### src/pidc_pkg.sv
// Package for the PI PWM duty controller: sizes, fixed-point constants,
// register indexes and the control-word and capture types.
// No dependencies.
package pidc_pkg;

   localparam int WAVE_LENGTH    = 1000;
   localparam int CAPTURE_POINTS = 200;
   localparam int DECIMATE_BY    = 10;

   localparam int HALF_WAVE   = WAVE_LENGTH / 2;
   localparam int PHASE_W     = 10;
   localparam int DEC_W       = 4;
   localparam int POINT_W     = 8;

   localparam int SAMPLE_W    = 10;
   localparam int GAIN_W      = 16;
   localparam int INTEG_W     = 24;
   localparam int PERIOD_W    = 16;
   localparam int DUTY_W      = 16;
   localparam int ERR_W       = SAMPLE_W + 1;
   localparam int ACC_W       = 42;
   localparam int PCT_W       = 15;
   localparam int MUL_A_W     = 25;
   localparam int MUL_B_W     = 23;
   localparam int PROD_W      = MUL_A_W + MUL_B_W;
   localparam int QUOT_IN_W   = 21;
   localparam int RECIP_W     = 22;
   localparam int RECIP_SHIFT = 26;

   localparam int CSR_IDX_W   = 3;
   localparam int CSR_DATA_W  = 24;

   // percent in Q.8: 50 % offset and 100 % full scale
   localparam logic [PCT_W-1:0] PCT_OFFSET = PCT_W'(12800);
   localparam logic [PCT_W-1:0] PCT_FULL   = PCT_W'(25600);
   // floor(2^26 / 25); duty = floor(floor(pct * period / 1024) / 25)
   localparam logic [RECIP_W-1:0] RECIP_25 = RECIP_W'((2 ** RECIP_SHIFT) / 25);
   localparam logic [QUOT_IN_W-1:0] DIVISOR_25 = QUOT_IN_W'(25);

   localparam logic [SAMPLE_W-1:0] REF_HIGH_RST   = SAMPLE_W'(800);
   localparam logic [SAMPLE_W-1:0] REF_LOW_RST    = SAMPLE_W'(200);
   localparam logic [PERIOD_W-1:0] PWM_PERIOD_RST = PERIOD_W'(2399);

   typedef enum logic [CSR_IDX_W-1:0] {
      CSR_KP           = 3'd0,
      CSR_KI           = 3'd1,
      CSR_INTEGRAL_MAX = 3'd2,
      CSR_REF_HIGH     = 3'd3,
      CSR_REF_LOW      = 3'd4,
      CSR_PWM_PERIOD   = 3'd5
   } csr_index_type;

   localparam int STEP_W = 4;

   typedef enum logic [2:0] {
      MUL_NONE,
      MUL_KP_E,
      MUL_KI_I,
      MUL_PCT_PER,
      MUL_Y_RECIP
   } mul_sel_type;

   typedef enum logic [1:0] {
      ACC_NONE,
      ACC_LOAD,
      ACC_ADD
   } acc_op_type;

   typedef enum logic [1:0] {
      Q_NONE,
      Q_LOAD,
      Q_INC
   } q_op_type;

   typedef enum logic [0:0] {
      JMP_NONE,
      JMP_REM_LOW
   } jump_cond_type;

   typedef struct packed {
      mul_sel_type        mul_sel;
      acc_op_type         acc_op;
      logic               integ_we;
      logic               pct_we;
      logic               y_we;
      q_op_type           q_op;
      jump_cond_type      jump_cond;
      logic [STEP_W-1:0]  jump_target;
      logic               finish;
   } ctrl_word_type;

   typedef struct packed {
      logic rem_low;
   } dp_status_type;

   typedef struct packed {
      logic                valid;
      logic [POINT_W-1:0]  index;
      logic [SAMPLE_W-1:0] sample;
      logic [SAMPLE_W-1:0] reference;
      logic                last;
   } capture_type;

endpackage

### src/pidc_if.sv
// Valid/ready channel interfaces: request, response and register write.
// Depends on pidc_pkg.
interface pidc_req_if;
   logic                          valid;
   logic                          ready;
   logic [pidc_pkg::SAMPLE_W-1:0] adc_sample;
   logic                          start_capture;

   modport source (output valid, output adc_sample, output start_capture, input ready);
   modport sink   (input valid, input adc_sample, input start_capture, output ready);
endinterface

interface pidc_rsp_if;
   logic                          valid;
   logic                          ready;
   logic [pidc_pkg::DUTY_W-1:0]   duty;
   logic                          capture_valid;
   logic [pidc_pkg::POINT_W-1:0]  capture_index;
   logic [pidc_pkg::SAMPLE_W-1:0] captured_sample;
   logic [pidc_pkg::SAMPLE_W-1:0] captured_reference;
   logic                          capture_last;

   modport source (output valid, output duty, output capture_valid, output capture_index,
                   output captured_sample, output captured_reference,
                   output capture_last, input ready);
   modport sink   (input valid, input duty, input capture_valid, input capture_index,
                   input captured_sample, input captured_reference,
                   input capture_last, output ready);
endinterface

interface pidc_csr_if;
   logic                            valid;
   logic                            ready;
   logic [pidc_pkg::CSR_IDX_W-1:0]  index;
   logic [pidc_pkg::CSR_DATA_W-1:0] data;

   modport source (output valid, output index, output data, input ready);
   modport sink   (input valid, input index, input data, output ready);
endinterface

### src/pidc_sequencer.sv
// Microcode sequencer: step counter, control ROM and conditional jumps.
// Depends on pidc_pkg.
module pidc_sequencer (
   input  logic                    clock,
   input  logic                    reset,
   input  logic                    load,
   input  logic                    out_free,
   input  pidc_pkg::dp_status_type status,
   output pidc_pkg::ctrl_word_type cw,
   output logic                    busy,
   output logic                    tick
);

   logic                        busy_ff;
   logic [pidc_pkg::STEP_W-1:0] step_ff;
   pidc_pkg::ctrl_word_type     rom_word;
   logic                        jump_taken;

   function automatic pidc_pkg::ctrl_word_type ucode_rom(input logic [pidc_pkg::STEP_W-1:0] s);
      pidc_pkg::ctrl_word_type w;
      w = '{mul_sel: pidc_pkg::MUL_NONE, acc_op: pidc_pkg::ACC_NONE, integ_we: 1'b0,
            pct_we: 1'b0, y_we: 1'b0, q_op: pidc_pkg::Q_NONE,
            jump_cond: pidc_pkg::JMP_NONE, jump_target: '0, finish: 1'b0};
      case (s)
         4'd0: w.mul_sel = pidc_pkg::MUL_KP_E;
         4'd1: begin
            w.acc_op  = pidc_pkg::ACC_LOAD;
            w.mul_sel = pidc_pkg::MUL_KI_I;
         end
         4'd2: begin
            w.acc_op   = pidc_pkg::ACC_ADD;
            w.integ_we = 1'b1;
         end
         4'd3: w.pct_we = 1'b1;
         4'd4: w.mul_sel = pidc_pkg::MUL_PCT_PER;
         4'd5: begin
            w.mul_sel = pidc_pkg::MUL_Y_RECIP;
            w.y_we    = 1'b1;
         end
         4'd6: w.q_op = pidc_pkg::Q_LOAD;
         4'd7: begin
            w.jump_cond   = pidc_pkg::JMP_REM_LOW;
            w.jump_target = 4'd9;
         end
         4'd8: w.q_op = pidc_pkg::Q_INC;
         default: w.finish = 1'b1;
      endcase
      return w;
   endfunction

   always_comb begin
      rom_word = ucode_rom(step_ff);
      cw       = rom_word;
      if (!busy_ff) begin
         cw = '{mul_sel: pidc_pkg::MUL_NONE, acc_op: pidc_pkg::ACC_NONE, integ_we: 1'b0,
                pct_we: 1'b0, y_we: 1'b0, q_op: pidc_pkg::Q_NONE,
                jump_cond: pidc_pkg::JMP_NONE, jump_target: '0, finish: 1'b0};
      end
   end

   always_comb begin
      case (rom_word.jump_cond)
         pidc_pkg::JMP_REM_LOW: jump_taken = status.rem_low;
         default:               jump_taken = 1'b0;
      endcase
   end

   assign busy = busy_ff;
   assign tick = busy_ff && rom_word.finish && out_free;

   always_ff @(posedge clock) begin
      if (reset) begin
         busy_ff <= 1'b0;
         step_ff <= '0;
      end else if (load) begin
         busy_ff <= 1'b1;
         step_ff <= '0;
      end else if (busy_ff) begin
         if (rom_word.finish) begin
            if (out_free) begin
               busy_ff <= 1'b0;
            end
         end else if (jump_taken) begin
            step_ff <= rom_word.jump_target;
         end else begin
            step_ff <= step_ff + 1'b1;
         end
      end
   end

endmodule

### src/pidc_datapath.sv
// Arithmetic datapath: shared multiplier, accumulator, integral clamp,
// percent clamp and reciprocal divide by 25600. Depends on pidc_pkg.
module pidc_datapath (
   input  logic                                 clock,
   input  logic                                 reset,
   input  logic                                 load,
   input  pidc_pkg::ctrl_word_type              cw,
   input  logic [pidc_pkg::SAMPLE_W-1:0]        adc_sample,
   input  logic [pidc_pkg::SAMPLE_W-1:0]        ref_level,
   input  logic signed [pidc_pkg::GAIN_W-1:0]   kp,
   input  logic signed [pidc_pkg::GAIN_W-1:0]   ki,
   input  logic signed [pidc_pkg::INTEG_W-1:0]  integral_max,
   input  logic [pidc_pkg::PERIOD_W-1:0]        pwm_period,
   output pidc_pkg::dp_status_type              status,
   output logic [pidc_pkg::DUTY_W-1:0]          duty
);

   localparam logic signed [pidc_pkg::INTEG_W:0] INTEG_MIN =
      -(pidc_pkg::INTEG_W+1)'(2 ** (pidc_pkg::INTEG_W - 1));

   logic signed [pidc_pkg::ERR_W-1:0]     err_ff;
   logic signed [pidc_pkg::INTEG_W-1:0]   integ_ff;
   logic signed [pidc_pkg::ACC_W-1:0]     acc_ff;
   logic signed [pidc_pkg::PROD_W-1:0]    prod_ff;
   logic [pidc_pkg::PCT_W-1:0]            pct_ff;
   logic [pidc_pkg::QUOT_IN_W-1:0]        y_ff;
   logic [pidc_pkg::DUTY_W-1:0]           q_ff;

   logic signed [pidc_pkg::MUL_A_W-1:0]   mul_a;
   logic signed [pidc_pkg::MUL_B_W-1:0]   mul_b;
   logic signed [pidc_pkg::PROD_W-1:0]    prod_in;
   logic signed [pidc_pkg::INTEG_W:0]     integ_sum;
   logic signed [pidc_pkg::INTEG_W:0]     integ_clamped;
   logic [pidc_pkg::PCT_W-1:0]            pct_in;
   logic [pidc_pkg::QUOT_IN_W-1:0]        rem;

   always_comb begin
      case (cw.mul_sel)
         pidc_pkg::MUL_KP_E: begin
            mul_a = pidc_pkg::MUL_A_W'(err_ff);
            mul_b = pidc_pkg::MUL_B_W'(kp);
         end
         pidc_pkg::MUL_KI_I: begin
            mul_a = pidc_pkg::MUL_A_W'(integ_ff);
            mul_b = pidc_pkg::MUL_B_W'(ki);
         end
         pidc_pkg::MUL_PCT_PER: begin
            mul_a = $signed({{(pidc_pkg::MUL_A_W-pidc_pkg::PERIOD_W){1'b0}}, pwm_period});
            mul_b = $signed({{(pidc_pkg::MUL_B_W-pidc_pkg::PCT_W){1'b0}}, pct_ff});
         end
         pidc_pkg::MUL_Y_RECIP: begin
            mul_a = $signed({{(pidc_pkg::MUL_A_W-pidc_pkg::QUOT_IN_W){1'b0}},
                             prod_ff[pidc_pkg::QUOT_IN_W+9:10]});
            mul_b = $signed({{(pidc_pkg::MUL_B_W-pidc_pkg::RECIP_W){1'b0}},
                             pidc_pkg::RECIP_25});
         end
         default: begin
            mul_a = '0;
            mul_b = '0;
         end
      endcase
      prod_in = mul_a * mul_b;
   end

   always_comb begin
      integ_sum     = (pidc_pkg::INTEG_W+1)'(integ_ff) + (pidc_pkg::INTEG_W+1)'(err_ff);
      integ_clamped = integ_sum;
      if (integ_clamped > (pidc_pkg::INTEG_W+1)'(integral_max)) begin
         integ_clamped = (pidc_pkg::INTEG_W+1)'(integral_max);
      end
      if (integ_clamped < INTEG_MIN) begin
         integ_clamped = INTEG_MIN;
      end
   end

   always_comb begin
      if (acc_ff[pidc_pkg::ACC_W-1]) begin
         pct_in = '0;
      end else if (acc_ff > $signed({{(pidc_pkg::ACC_W-pidc_pkg::PCT_W){1'b0}},
                                     pidc_pkg::PCT_FULL})) begin
         pct_in = pidc_pkg::PCT_FULL;
      end else begin
         pct_in = acc_ff[pidc_pkg::PCT_W-1:0];
      end
   end

   // quotient estimate is low by at most one
   assign rem = y_ff - ({5'd0, q_ff} * pidc_pkg::DIVISOR_25);
   assign status.rem_low = rem < pidc_pkg::DIVISOR_25;
   assign duty = q_ff;

   always_ff @(posedge clock) begin
      if (reset) begin
         integ_ff <= '0;
      end else if (cw.integ_we) begin
         integ_ff <= integ_clamped[pidc_pkg::INTEG_W-1:0];
      end
   end

   always_ff @(posedge clock) begin
      if (load) begin
         err_ff <= $signed({1'b0, ref_level}) - $signed({1'b0, adc_sample});
      end
      if (cw.mul_sel != pidc_pkg::MUL_NONE) begin
         prod_ff <= prod_in;
      end
      case (cw.acc_op)
         pidc_pkg::ACC_LOAD: acc_ff <= prod_ff[pidc_pkg::ACC_W-1:0];
         pidc_pkg::ACC_ADD:  acc_ff <= acc_ff + prod_ff[pidc_pkg::ACC_W-1:0]
                                       + $signed({{(pidc_pkg::ACC_W-pidc_pkg::PCT_W){1'b0}},
                                                  pidc_pkg::PCT_OFFSET});
         default: ;
      endcase
      if (cw.pct_we) begin
         pct_ff <= pct_in;
      end
      if (cw.y_we) begin
         y_ff <= prod_ff[pidc_pkg::QUOT_IN_W+9:10];
      end
      case (cw.q_op)
         pidc_pkg::Q_LOAD: q_ff <= prod_ff[pidc_pkg::RECIP_SHIFT+pidc_pkg::DUTY_W-1:
                                           pidc_pkg::RECIP_SHIFT];
         pidc_pkg::Q_INC:  q_ff <= q_ff + 1'b1;
         default: ;
      endcase
   end

endmodule

### src/pidc_capture.sv
// Wave phase counter and decimated capture run state, advanced once per
// finished request. Depends on pidc_pkg.
module pidc_capture (
   input  logic                          clock,
   input  logic                          reset,
   input  logic                          tick,
   input  logic                          start,
   input  logic [pidc_pkg::SAMPLE_W-1:0] adc_sample,
   input  logic [pidc_pkg::SAMPLE_W-1:0] ref_level,
   output logic                          first_half,
   output pidc_pkg::capture_type         capture
);

   logic [pidc_pkg::PHASE_W-1:0] phase_ff;
   logic [pidc_pkg::DEC_W-1:0]   dec_ff;
   logic [pidc_pkg::POINT_W-1:0] point_ff;
   logic                         capturing_ff;

   logic [pidc_pkg::PHASE_W:0]   phase_next;
   logic [pidc_pkg::DEC_W-1:0]   dec_next;
   logic [pidc_pkg::POINT_W:0]   point_next;
   logic                         active;
   logic                         record;
   logic                         run_end;

   assign first_half = {1'b0, phase_ff} < (pidc_pkg::PHASE_W+1)'(pidc_pkg::HALF_WAVE);
   assign phase_next = {1'b0, phase_ff} + 1'b1;
   assign active     = capturing_ff || start;
   assign dec_next   = dec_ff + 1'b1;
   assign record     = active && (dec_next >= pidc_pkg::DEC_W'(pidc_pkg::DECIMATE_BY));
   assign point_next = {1'b0, point_ff} + 1'b1;
   assign run_end    = record &&
                       (point_next >= (pidc_pkg::POINT_W+1)'(pidc_pkg::CAPTURE_POINTS));

   always_comb begin
      capture.valid     = record;
      capture.index     = record ? point_ff : '0;
      capture.sample    = record ? adc_sample : '0;
      capture.reference = record ? ref_level : '0;
      capture.last      = run_end;
   end

   always_ff @(posedge clock) begin
      if (reset) begin
         phase_ff     <= '0;
         dec_ff       <= '0;
         point_ff     <= '0;
         capturing_ff <= 1'b0;
      end else if (tick) begin
         if (phase_next >= (pidc_pkg::PHASE_W+1)'(pidc_pkg::WAVE_LENGTH)) begin
            phase_ff <= '0;
         end else begin
            phase_ff <= phase_next[pidc_pkg::PHASE_W-1:0];
         end
         if (active) begin
            capturing_ff <= !run_end;
            dec_ff       <= record ? '0 : dec_next;
            if (record) begin
               point_ff <= run_end ? '0 : point_next[pidc_pkg::POINT_W-1:0];
            end
         end
      end
   end

endmodule

### src/pi_pwm_duty_controller.sv
// Top level of the PI PWM duty controller: registers, request latch,
// sequencer, datapath, capture state and response register.
// Depends on pidc_pkg, pidc_if, pidc_sequencer, pidc_datapath, pidc_capture.

// One request is one control tick: the converter sample is compared with a
// square-wave reference, a PI term (integral before update) sets a percent
// offset from 50 %, clamped to 0..100 % and scaled to a PWM compare value.
// A microcoded sequencer drives one shared 25x23 multiplier through ten
// steps (two gain products, clamp, period product, reciprocal divide by 25
// with one correction step, skipped when the first quotient estimate is
// already right), and the response register is loaded as the last step
// ends. Requests are taken one at a time: a new one is accepted from the
// cycle after the previous response is loaded, even while it waits to be
// taken; a finished request holds its last step until the response register
// is free. Register writes are always accepted and are meant for idle periods.
module pi_pwm_duty_controller (
   input  logic  clock,
   input  logic  reset,
   pidc_req_if.sink   req_if,
   pidc_rsp_if.source rsp_if,
   pidc_csr_if.sink   csr_if
);

   logic signed [pidc_pkg::GAIN_W-1:0]  kp_ff;
   logic signed [pidc_pkg::GAIN_W-1:0]  ki_ff;
   logic signed [pidc_pkg::INTEG_W-1:0] integral_max_ff;
   logic [pidc_pkg::SAMPLE_W-1:0]       ref_high_ff;
   logic [pidc_pkg::SAMPLE_W-1:0]       ref_low_ff;
   logic [pidc_pkg::PERIOD_W-1:0]       pwm_period_ff;

   logic [pidc_pkg::SAMPLE_W-1:0]       adc_ff;
   logic [pidc_pkg::SAMPLE_W-1:0]       ref_level_ff;
   logic                                start_ff;
   logic [pidc_pkg::SAMPLE_W-1:0]       ref_level_in;

   logic                                rsp_valid_ff;
   logic [pidc_pkg::DUTY_W-1:0]         duty_ff;
   pidc_pkg::capture_type               cap_out_ff;

   logic                                load;
   logic                                busy;
   logic                                tick;
   logic                                out_free;
   logic                                first_half;
   pidc_pkg::ctrl_word_type             cw;
   pidc_pkg::dp_status_type             status;
   pidc_pkg::capture_type               capture;
   logic [pidc_pkg::DUTY_W-1:0]         duty;

   assign csr_if.ready = 1'b1;
   assign req_if.ready = !busy;
   assign load         = req_if.valid && !busy;
   assign out_free     = !rsp_valid_ff || rsp_if.ready;
   assign ref_level_in = first_half ? ref_high_ff : ref_low_ff;

   always_ff @(posedge clock) begin
      if (reset) begin
         kp_ff           <= '0;
         ki_ff           <= '0;
         integral_max_ff <= '0;
         ref_high_ff     <= pidc_pkg::REF_HIGH_RST;
         ref_low_ff      <= pidc_pkg::REF_LOW_RST;
         pwm_period_ff   <= pidc_pkg::PWM_PERIOD_RST;
      end else if (csr_if.valid) begin
         case (csr_if.index)
            pidc_pkg::CSR_KP:           kp_ff <= csr_if.data[pidc_pkg::GAIN_W-1:0];
            pidc_pkg::CSR_KI:           ki_ff <= csr_if.data[pidc_pkg::GAIN_W-1:0];
            pidc_pkg::CSR_INTEGRAL_MAX: integral_max_ff <= csr_if.data;
            pidc_pkg::CSR_REF_HIGH:     ref_high_ff <= csr_if.data[pidc_pkg::SAMPLE_W-1:0];
            pidc_pkg::CSR_REF_LOW:      ref_low_ff <= csr_if.data[pidc_pkg::SAMPLE_W-1:0];
            pidc_pkg::CSR_PWM_PERIOD:   pwm_period_ff <= csr_if.data[pidc_pkg::PERIOD_W-1:0];
            default: ;
         endcase
      end
   end

   always_ff @(posedge clock) begin
      if (load) begin
         adc_ff       <= req_if.adc_sample;
         ref_level_ff <= ref_level_in;
         start_ff     <= req_if.start_capture;
      end
   end

   always_ff @(posedge clock) begin
      if (reset) begin
         rsp_valid_ff <= 1'b0;
      end else if (tick) begin
         rsp_valid_ff <= 1'b1;
      end else if (rsp_if.ready) begin
         rsp_valid_ff <= 1'b0;
      end
      if (tick) begin
         duty_ff    <= duty;
         cap_out_ff <= capture;
      end
   end

   assign rsp_if.valid              = rsp_valid_ff;
   assign rsp_if.duty               = duty_ff;
   assign rsp_if.capture_valid      = cap_out_ff.valid;
   assign rsp_if.capture_index      = cap_out_ff.index;
   assign rsp_if.captured_sample    = cap_out_ff.sample;
   assign rsp_if.captured_reference = cap_out_ff.reference;
   assign rsp_if.capture_last       = cap_out_ff.last;

   pidc_sequencer u_sequencer (
      .clock    (clock),
      .reset    (reset),
      .load     (load),
      .out_free (out_free),
      .status   (status),
      .cw       (cw),
      .busy     (busy),
      .tick     (tick)
   );

   pidc_datapath u_datapath (
      .clock        (clock),
      .reset        (reset),
      .load         (load),
      .cw           (cw),
      .adc_sample   (req_if.adc_sample),
      .ref_level    (ref_level_in),
      .kp           (kp_ff),
      .ki           (ki_ff),
      .integral_max (integral_max_ff),
      .pwm_period   (pwm_period_ff),
      .status       (status),
      .duty         (duty)
   );

   pidc_capture u_capture (
      .clock      (clock),
      .reset      (reset),
      .tick       (tick),
      .start      (start_ff),
      .adc_sample (adc_ff),
      .ref_level  (ref_level_ff),
      .first_half (first_half),
      .capture    (capture)
   );

endmodule

### src/flat_wrapper.sv
// flat-port wrapper written by rule: the top's interface ports become plain ports
module pi_pwm_duty_controller_flat 
  (clock, reset, req_if_valid, req_if_adc_sample, req_if_start_capture, req_if_ready, rsp_if_valid, rsp_if_duty, rsp_if_capture_valid, rsp_if_capture_index, rsp_if_captured_sample, rsp_if_captured_reference, rsp_if_capture_last, rsp_if_ready, csr_if_valid, csr_if_index, csr_if_data, csr_if_ready);
  pidc_req_if req_if_i ();
  pidc_rsp_if rsp_if_i ();
  pidc_csr_if csr_if_i ();
  input  logic clock;
  input  logic reset;
  input wire logic [$bits(req_if_i.valid)-1:0] req_if_valid;
  input wire logic [$bits(req_if_i.adc_sample)-1:0] req_if_adc_sample;
  input wire logic [$bits(req_if_i.start_capture)-1:0] req_if_start_capture;
  output wire logic [$bits(req_if_i.ready)-1:0] req_if_ready;
  output wire logic [$bits(rsp_if_i.valid)-1:0] rsp_if_valid;
  output wire logic [$bits(rsp_if_i.duty)-1:0] rsp_if_duty;
  output wire logic [$bits(rsp_if_i.capture_valid)-1:0] rsp_if_capture_valid;
  output wire logic [$bits(rsp_if_i.capture_index)-1:0] rsp_if_capture_index;
  output wire logic [$bits(rsp_if_i.captured_sample)-1:0] rsp_if_captured_sample;
  output wire logic [$bits(rsp_if_i.captured_reference)-1:0] rsp_if_captured_reference;
  output wire logic [$bits(rsp_if_i.capture_last)-1:0] rsp_if_capture_last;
  input wire logic [$bits(rsp_if_i.ready)-1:0] rsp_if_ready;
  input wire logic [$bits(csr_if_i.valid)-1:0] csr_if_valid;
  input wire logic [$bits(csr_if_i.index)-1:0] csr_if_index;
  input wire logic [$bits(csr_if_i.data)-1:0] csr_if_data;
  output wire logic [$bits(csr_if_i.ready)-1:0] csr_if_ready;
  assign req_if_i.valid = req_if_valid;
  assign req_if_i.adc_sample = req_if_adc_sample;
  assign req_if_i.start_capture = req_if_start_capture;
  assign req_if_ready = req_if_i.ready;
  assign rsp_if_valid = rsp_if_i.valid;
  assign rsp_if_duty = rsp_if_i.duty;
  assign rsp_if_capture_valid = rsp_if_i.capture_valid;
  assign rsp_if_capture_index = rsp_if_i.capture_index;
  assign rsp_if_captured_sample = rsp_if_i.captured_sample;
  assign rsp_if_captured_reference = rsp_if_i.captured_reference;
  assign rsp_if_capture_last = rsp_if_i.capture_last;
  assign rsp_if_i.ready = rsp_if_ready;
  assign csr_if_i.valid = csr_if_valid;
  assign csr_if_i.index = csr_if_index;
  assign csr_if_i.data = csr_if_data;
  assign csr_if_ready = csr_if_i.ready;
  pi_pwm_duty_controller u_core (.clock(clock), .reset(reset), .req_if(req_if_i), .rsp_if(rsp_if_i), .csr_if(csr_if_i));
endmodule
### config.mk
export PLATFORM = sky130hd
export DESIGN_NAME = pi_pwm_duty_controller_flat
export DESIGN_NICKNAME = d
export VERILOG_FILES = /design/src/pidc_pkg.sv /design/src/pidc_if.sv /design/src/pidc_sequencer.sv /design/src/pidc_datapath.sv /design/src/pidc_capture.sv /design/src/pi_pwm_duty_controller.sv /design/src/flat_wrapper.sv
export SDC_FILE = /design/constraint.sdc
export NUM_CORES = 2
export LEC_CHECK = 0
export BUFFER_PORTS_ARGS = -buffer_cell sky130_fd_sc_hd__buf_4
export CAP_MARGIN = 10
export CELL_PAD_IN_SITES_DETAIL_PLACEMENT = 0
export CELL_PAD_IN_SITES_GLOBAL_PLACEMENT = 2
export CORE_ASPECT_RATIO = 1.75
export CORE_MARGIN = 4
export CORE_UTILIZATION = 42
export CTS_CLUSTER_SIZE = 20
export DETAILED_ROUTE_END_ITERATION = 8
export GPL_TIMING_DRIVEN = 0
export HOLD_SLACK_MARGIN = 0.03
export PLACE_DENSITY = 0.91
export SLEW_MARGIN = 10
export SYNTH_ARGS = -nofsm -noshare
export SYNTH_HDL_FRONTEND = slang
export SYNTH_SLANG_ARGS = --single-unit
### constraint.sdc
create_clock -name clock -period 9.52 [get_ports clock]
set_input_delay 0.952 -clock clock [delete_from_list [all_inputs] [get_ports clock]]
set_output_delay 0.952 -clock clock [all_outputs]
set_load 0.01 [all_outputs]
==> results.md <==
* Post-synth EDFFs at 214
* Max-cap viol count at 0
* DRT antenna net count at 0
* R2R cell count at 30
* Cell Rows at 149
* Asr flop ratio synth at 0%
* Final hold vios at 0
* Synthesized Nets at 5194
* Design area at 44220 µm²
* Initial core utilization at 42.28%
* Detail Placement HPWL at 116100 µm
* Layout fillers at 9217
* CTS root buf: clkbuf_16
* Syn Area/Cell at 9.371 µm²
* Top achievable clock speed at 0.1084 GHz
* Post-Route WL at 139400 µm
* Worst hold path type: reg -> reg
* First-pass GRT wire length at 203600 µm
* Worst Tran Pin Value at 1311 ps
* Mapped Cells at 4248
* Via density at 5.472
* Outcome: complete, no violations
* Nature of the critical path startpoint: register
* Core ar. at 94150 µm²
* Clk Latency, worst-skew pair at 560 ps
* Initial antenna violation count at 1
* Max Slew Vio Count at 0
* Peak supply drop at 97.95 µV
* Slowest cell on crit path: a221oi_2
* WP data required at 9830 ps
* Final setup TNS at 0 ps
* Crit path capture type: register
* Worst Setup SP: u_core.u_sequencer.step_ff[1]
* Pwr Density at 89.11 nW/µm²
* Detailed Routing Iterations Pass 1 at 5
* Fin crit share at 96.93%
* Clock Tree Buf Depth at 3
* Critical path arrival at 9540 ps
* Clock Skew at 28.07 ps
* Area grow syn2layout at 11.10%
* Seq cells post-synth at 359
* Worst Setup EP: u_core.u_datapath.prod_ff[39]
* Place WS at -2244 ps
* Clk sinks at 359
* RSZ-0062 raised after global routing: no
* Sequential fraction of the synthesis area at 23.44%
* Largest net degree at the start of global routing at 39
* I/O pin count at 92
* Hold buffer count at CTS at 0
* Drt initial violations at 1798
* Final worst slack at 292.1 ps
* Dominant synthesized flop cell: edfxtp_1
* DRC violations left at 0
* CP Class: reg -> reg
* Number of global-route vias before repair at 33110
* Chip height at 415.3 µm
* Reg-to-reg endpoint: u_core.u_datapath.prod_ff[39]
* # H-tree levels at 2
* NumNets Final at 5368
* Multi-input gate area at 27200 µm²
* Total number of yosys warnings at 0
* Final Critical Period at 9228 ps
* Setup violators final at 0
* Slack of the worst reg-to-reg path at 290 ps
* Clock slew at reported path FFs at 70 ps
* Yosys cell types at 83
* Vias at 30940
* Most common cell type on the critical path: fa_1
* Mapped Area at 39810 µm²
* Die area at 99960 µm²
* Reg2reg start: u_core.u_sequencer.step_ff[1]
* Largest stage delay on the critical path at 980 ps
* Grt total ovfl at 0
* Chip width at 240.7 µm
* Register Area at 9334 µm²
* Total CTS buffers at 35
* Mean routed wirelength per cell at 24.65 µm
* Max-slew headroom at 12.57%
* Worst-path maximum fanout at 10
* I/O Buffers at 90
* Global placer's final weighted congestion at 1.040
* DP Area at 42310 µm²
* Pleak at 20.68 nW
* Layout cells sized above 1 at 9.244%
* GR Util All Layers at 28.03%
* CTS tree: yes
==> area by class of cell <==
cell class,count,share of cell area [%]
multi-input cells,2920,61.51
plain buffers,113,1.491
repair buffers,150,2.770
well taps,1208,3.418
clock buffers,39,2.111
clock inverters,22,0.4357
diodes,1,0.005658
inverters,843,7.155
flip-flops and latches,359,21.11
==> power by group <==
group | total, mW | internal [mW] | switching [mW]
combinational | 0.760 | 0.285 | 0.475
clock | 1.41 | 0.751 | 0.664
sequential | 1.77 | 1.70 | 0.0691
total | 3.94 | 2.73 | 1.21
==> flip-flops by register name, summed over array words and instances (netlist names), 4 cells and up <==
signal	count
u_core.adc_ff	10
u_core.integral_max_ff	24
u_core.ki_ff	16
u_core.kp_ff	16
u_core.pwm_period_ff	16
u_core.ref_high_ff	10
u_core.ref_level_ff	10
u_core.ref_low_ff	10
u_core.rsp_if.capture_index	8
u_core.rsp_if.captured_reference	10
u_core.rsp_if.captured_sample	10
u_core.rsp_if.duty	16
u_core.u_capture.dec_ff	4
u_core.u_capture.phase_ff	10
u_core.u_capture.point_ff	8
u_core.u_datapath.acc_ff	42
u_core.u_datapath.duty	16
u_core.u_datapath.err_ff	11
u_core.u_datapath.integ_ff	24
u_core.u_datapath.pct_ff	15
u_core.u_datapath.prod_ff	42
u_core.u_datapath.y_ff	21
u_core.u_sequencer.step_ff	4
==> synthesized netlist by cell type, types with 28 or more instances <==
cell | count | area share (%)
inv_1 | 843 | 7.9
fa_1 | 562 | 28
nand2_1 | 506 | 4.8
nor2_1 | 364 | 3.4
ha_1 | 341 | 11
a21oi_1 | 219 | 2.8
edfxtp_1 | 214 | 16
dfxtp_1 | 145 | 7.3
clkbuf_1 | 107 | 1.0
xnor2_1 | 107 | 2.4
o21ai_0 | 105 | 1.3
a21o_1 | 77 | 1.5
xor2_1 | 49 | 1.1
and2_1 | 48 | 0.75
mux2_2 | 42 | 1.2
nand3_1 | 42 | 0.53
and3_1 | 29 | 0.46
nand2b_1 | 28 | 0.44
==> worst min-delay path by stage <==
stage	end	slack, ps	startpoint	depth (start not counted)
floorplan	u_core.ref_high_ff[2]	430	u_core.ref_high_ff[2]	2
global placement	u_core.ref_high_ff[2]	440	u_core.ref_high_ff[2]	2
detailed placement	u_core.ref_low_ff[8]	440	u_core.ref_low_ff[8]	2
CTS	u_core.ref_low_ff[8]	460	u_core.ref_low_ff[8]	2
global route	u_core.ref_high_ff[2]	470	u_core.ref_high_ff[2]	2
finish	u_core.ref_high_ff[3]	450	u_core.ref_high_ff[3]	2
==> critical path: cells and delay by family, from the launching register on <==
kind / cells / cell delay (ps)
AOI/OAI and AO/OA: 7 / 2180
xor gates and xnor gates: 1 / 230
adders and majority gates: 9 / 4450
buffers and inverters: 6 / 530
DFF: 1 / 410
and+or+nand+nor: 7 / 1190
==> per-stage QoR <==
stage	total power, mW	hold slack [ps]	instances	utilization [%]
3_3_place_gp	2.501	439.5	5546	44.61
6_report	3.941	453.7	5655	46.97
4_1_cts	3.949	455.4	5635	46.52
2_1_floorplan	2.217	432.9	4248	-
3_5_place_dp	2.520	445.0	5569	44.94
5_1_grt	4.088	470.2	5654	46.97
==> placed cells by master (no fill, tap or decap), types with 77 or more instances in the layout <==
cell type and count:
a21o_1 77, nand2_1 504, nor2_1 361, inv_1 841, edfxtp_1 214, a21oi_1 215
xnor2_1 107, ha_1 339, fa_1 559, buf_4 141, o21ai_0 105, dfxtp_1 143
==> repair_timing <==
item | in CTS | in global routing
setup buffers | 14 | 22
endpoints found under the setup margin | 28 | 9
pin swaps | 8 | 10
gates resized for setup | 101 | 111
==> layer usage <==
layer  up-vias  track usage, %  share of wire, %
li1      13960               -                 -
met1     15370           26.25                31
met2      1027           49.78                50
met3       581           3.283               4.4
met4         2           29.87                14
met5         -               0            0.0093
==> cell families (layout without fill, tap and decap cells) <==
family	Yosys count	count (layout)	synth area share (%)
xor+xnor	156	156	3.432
fa+ha+maj	903	903	38.98
compound gates	616	616	10.08
simple gates	1175	1175	13.02
other cells	1	2	0.009420
mux	69	69	1.867
flops	359	359	23.44
buf+inv	969	1167	9.175
No activity file was read; power rests on OpenSTA's default activity.
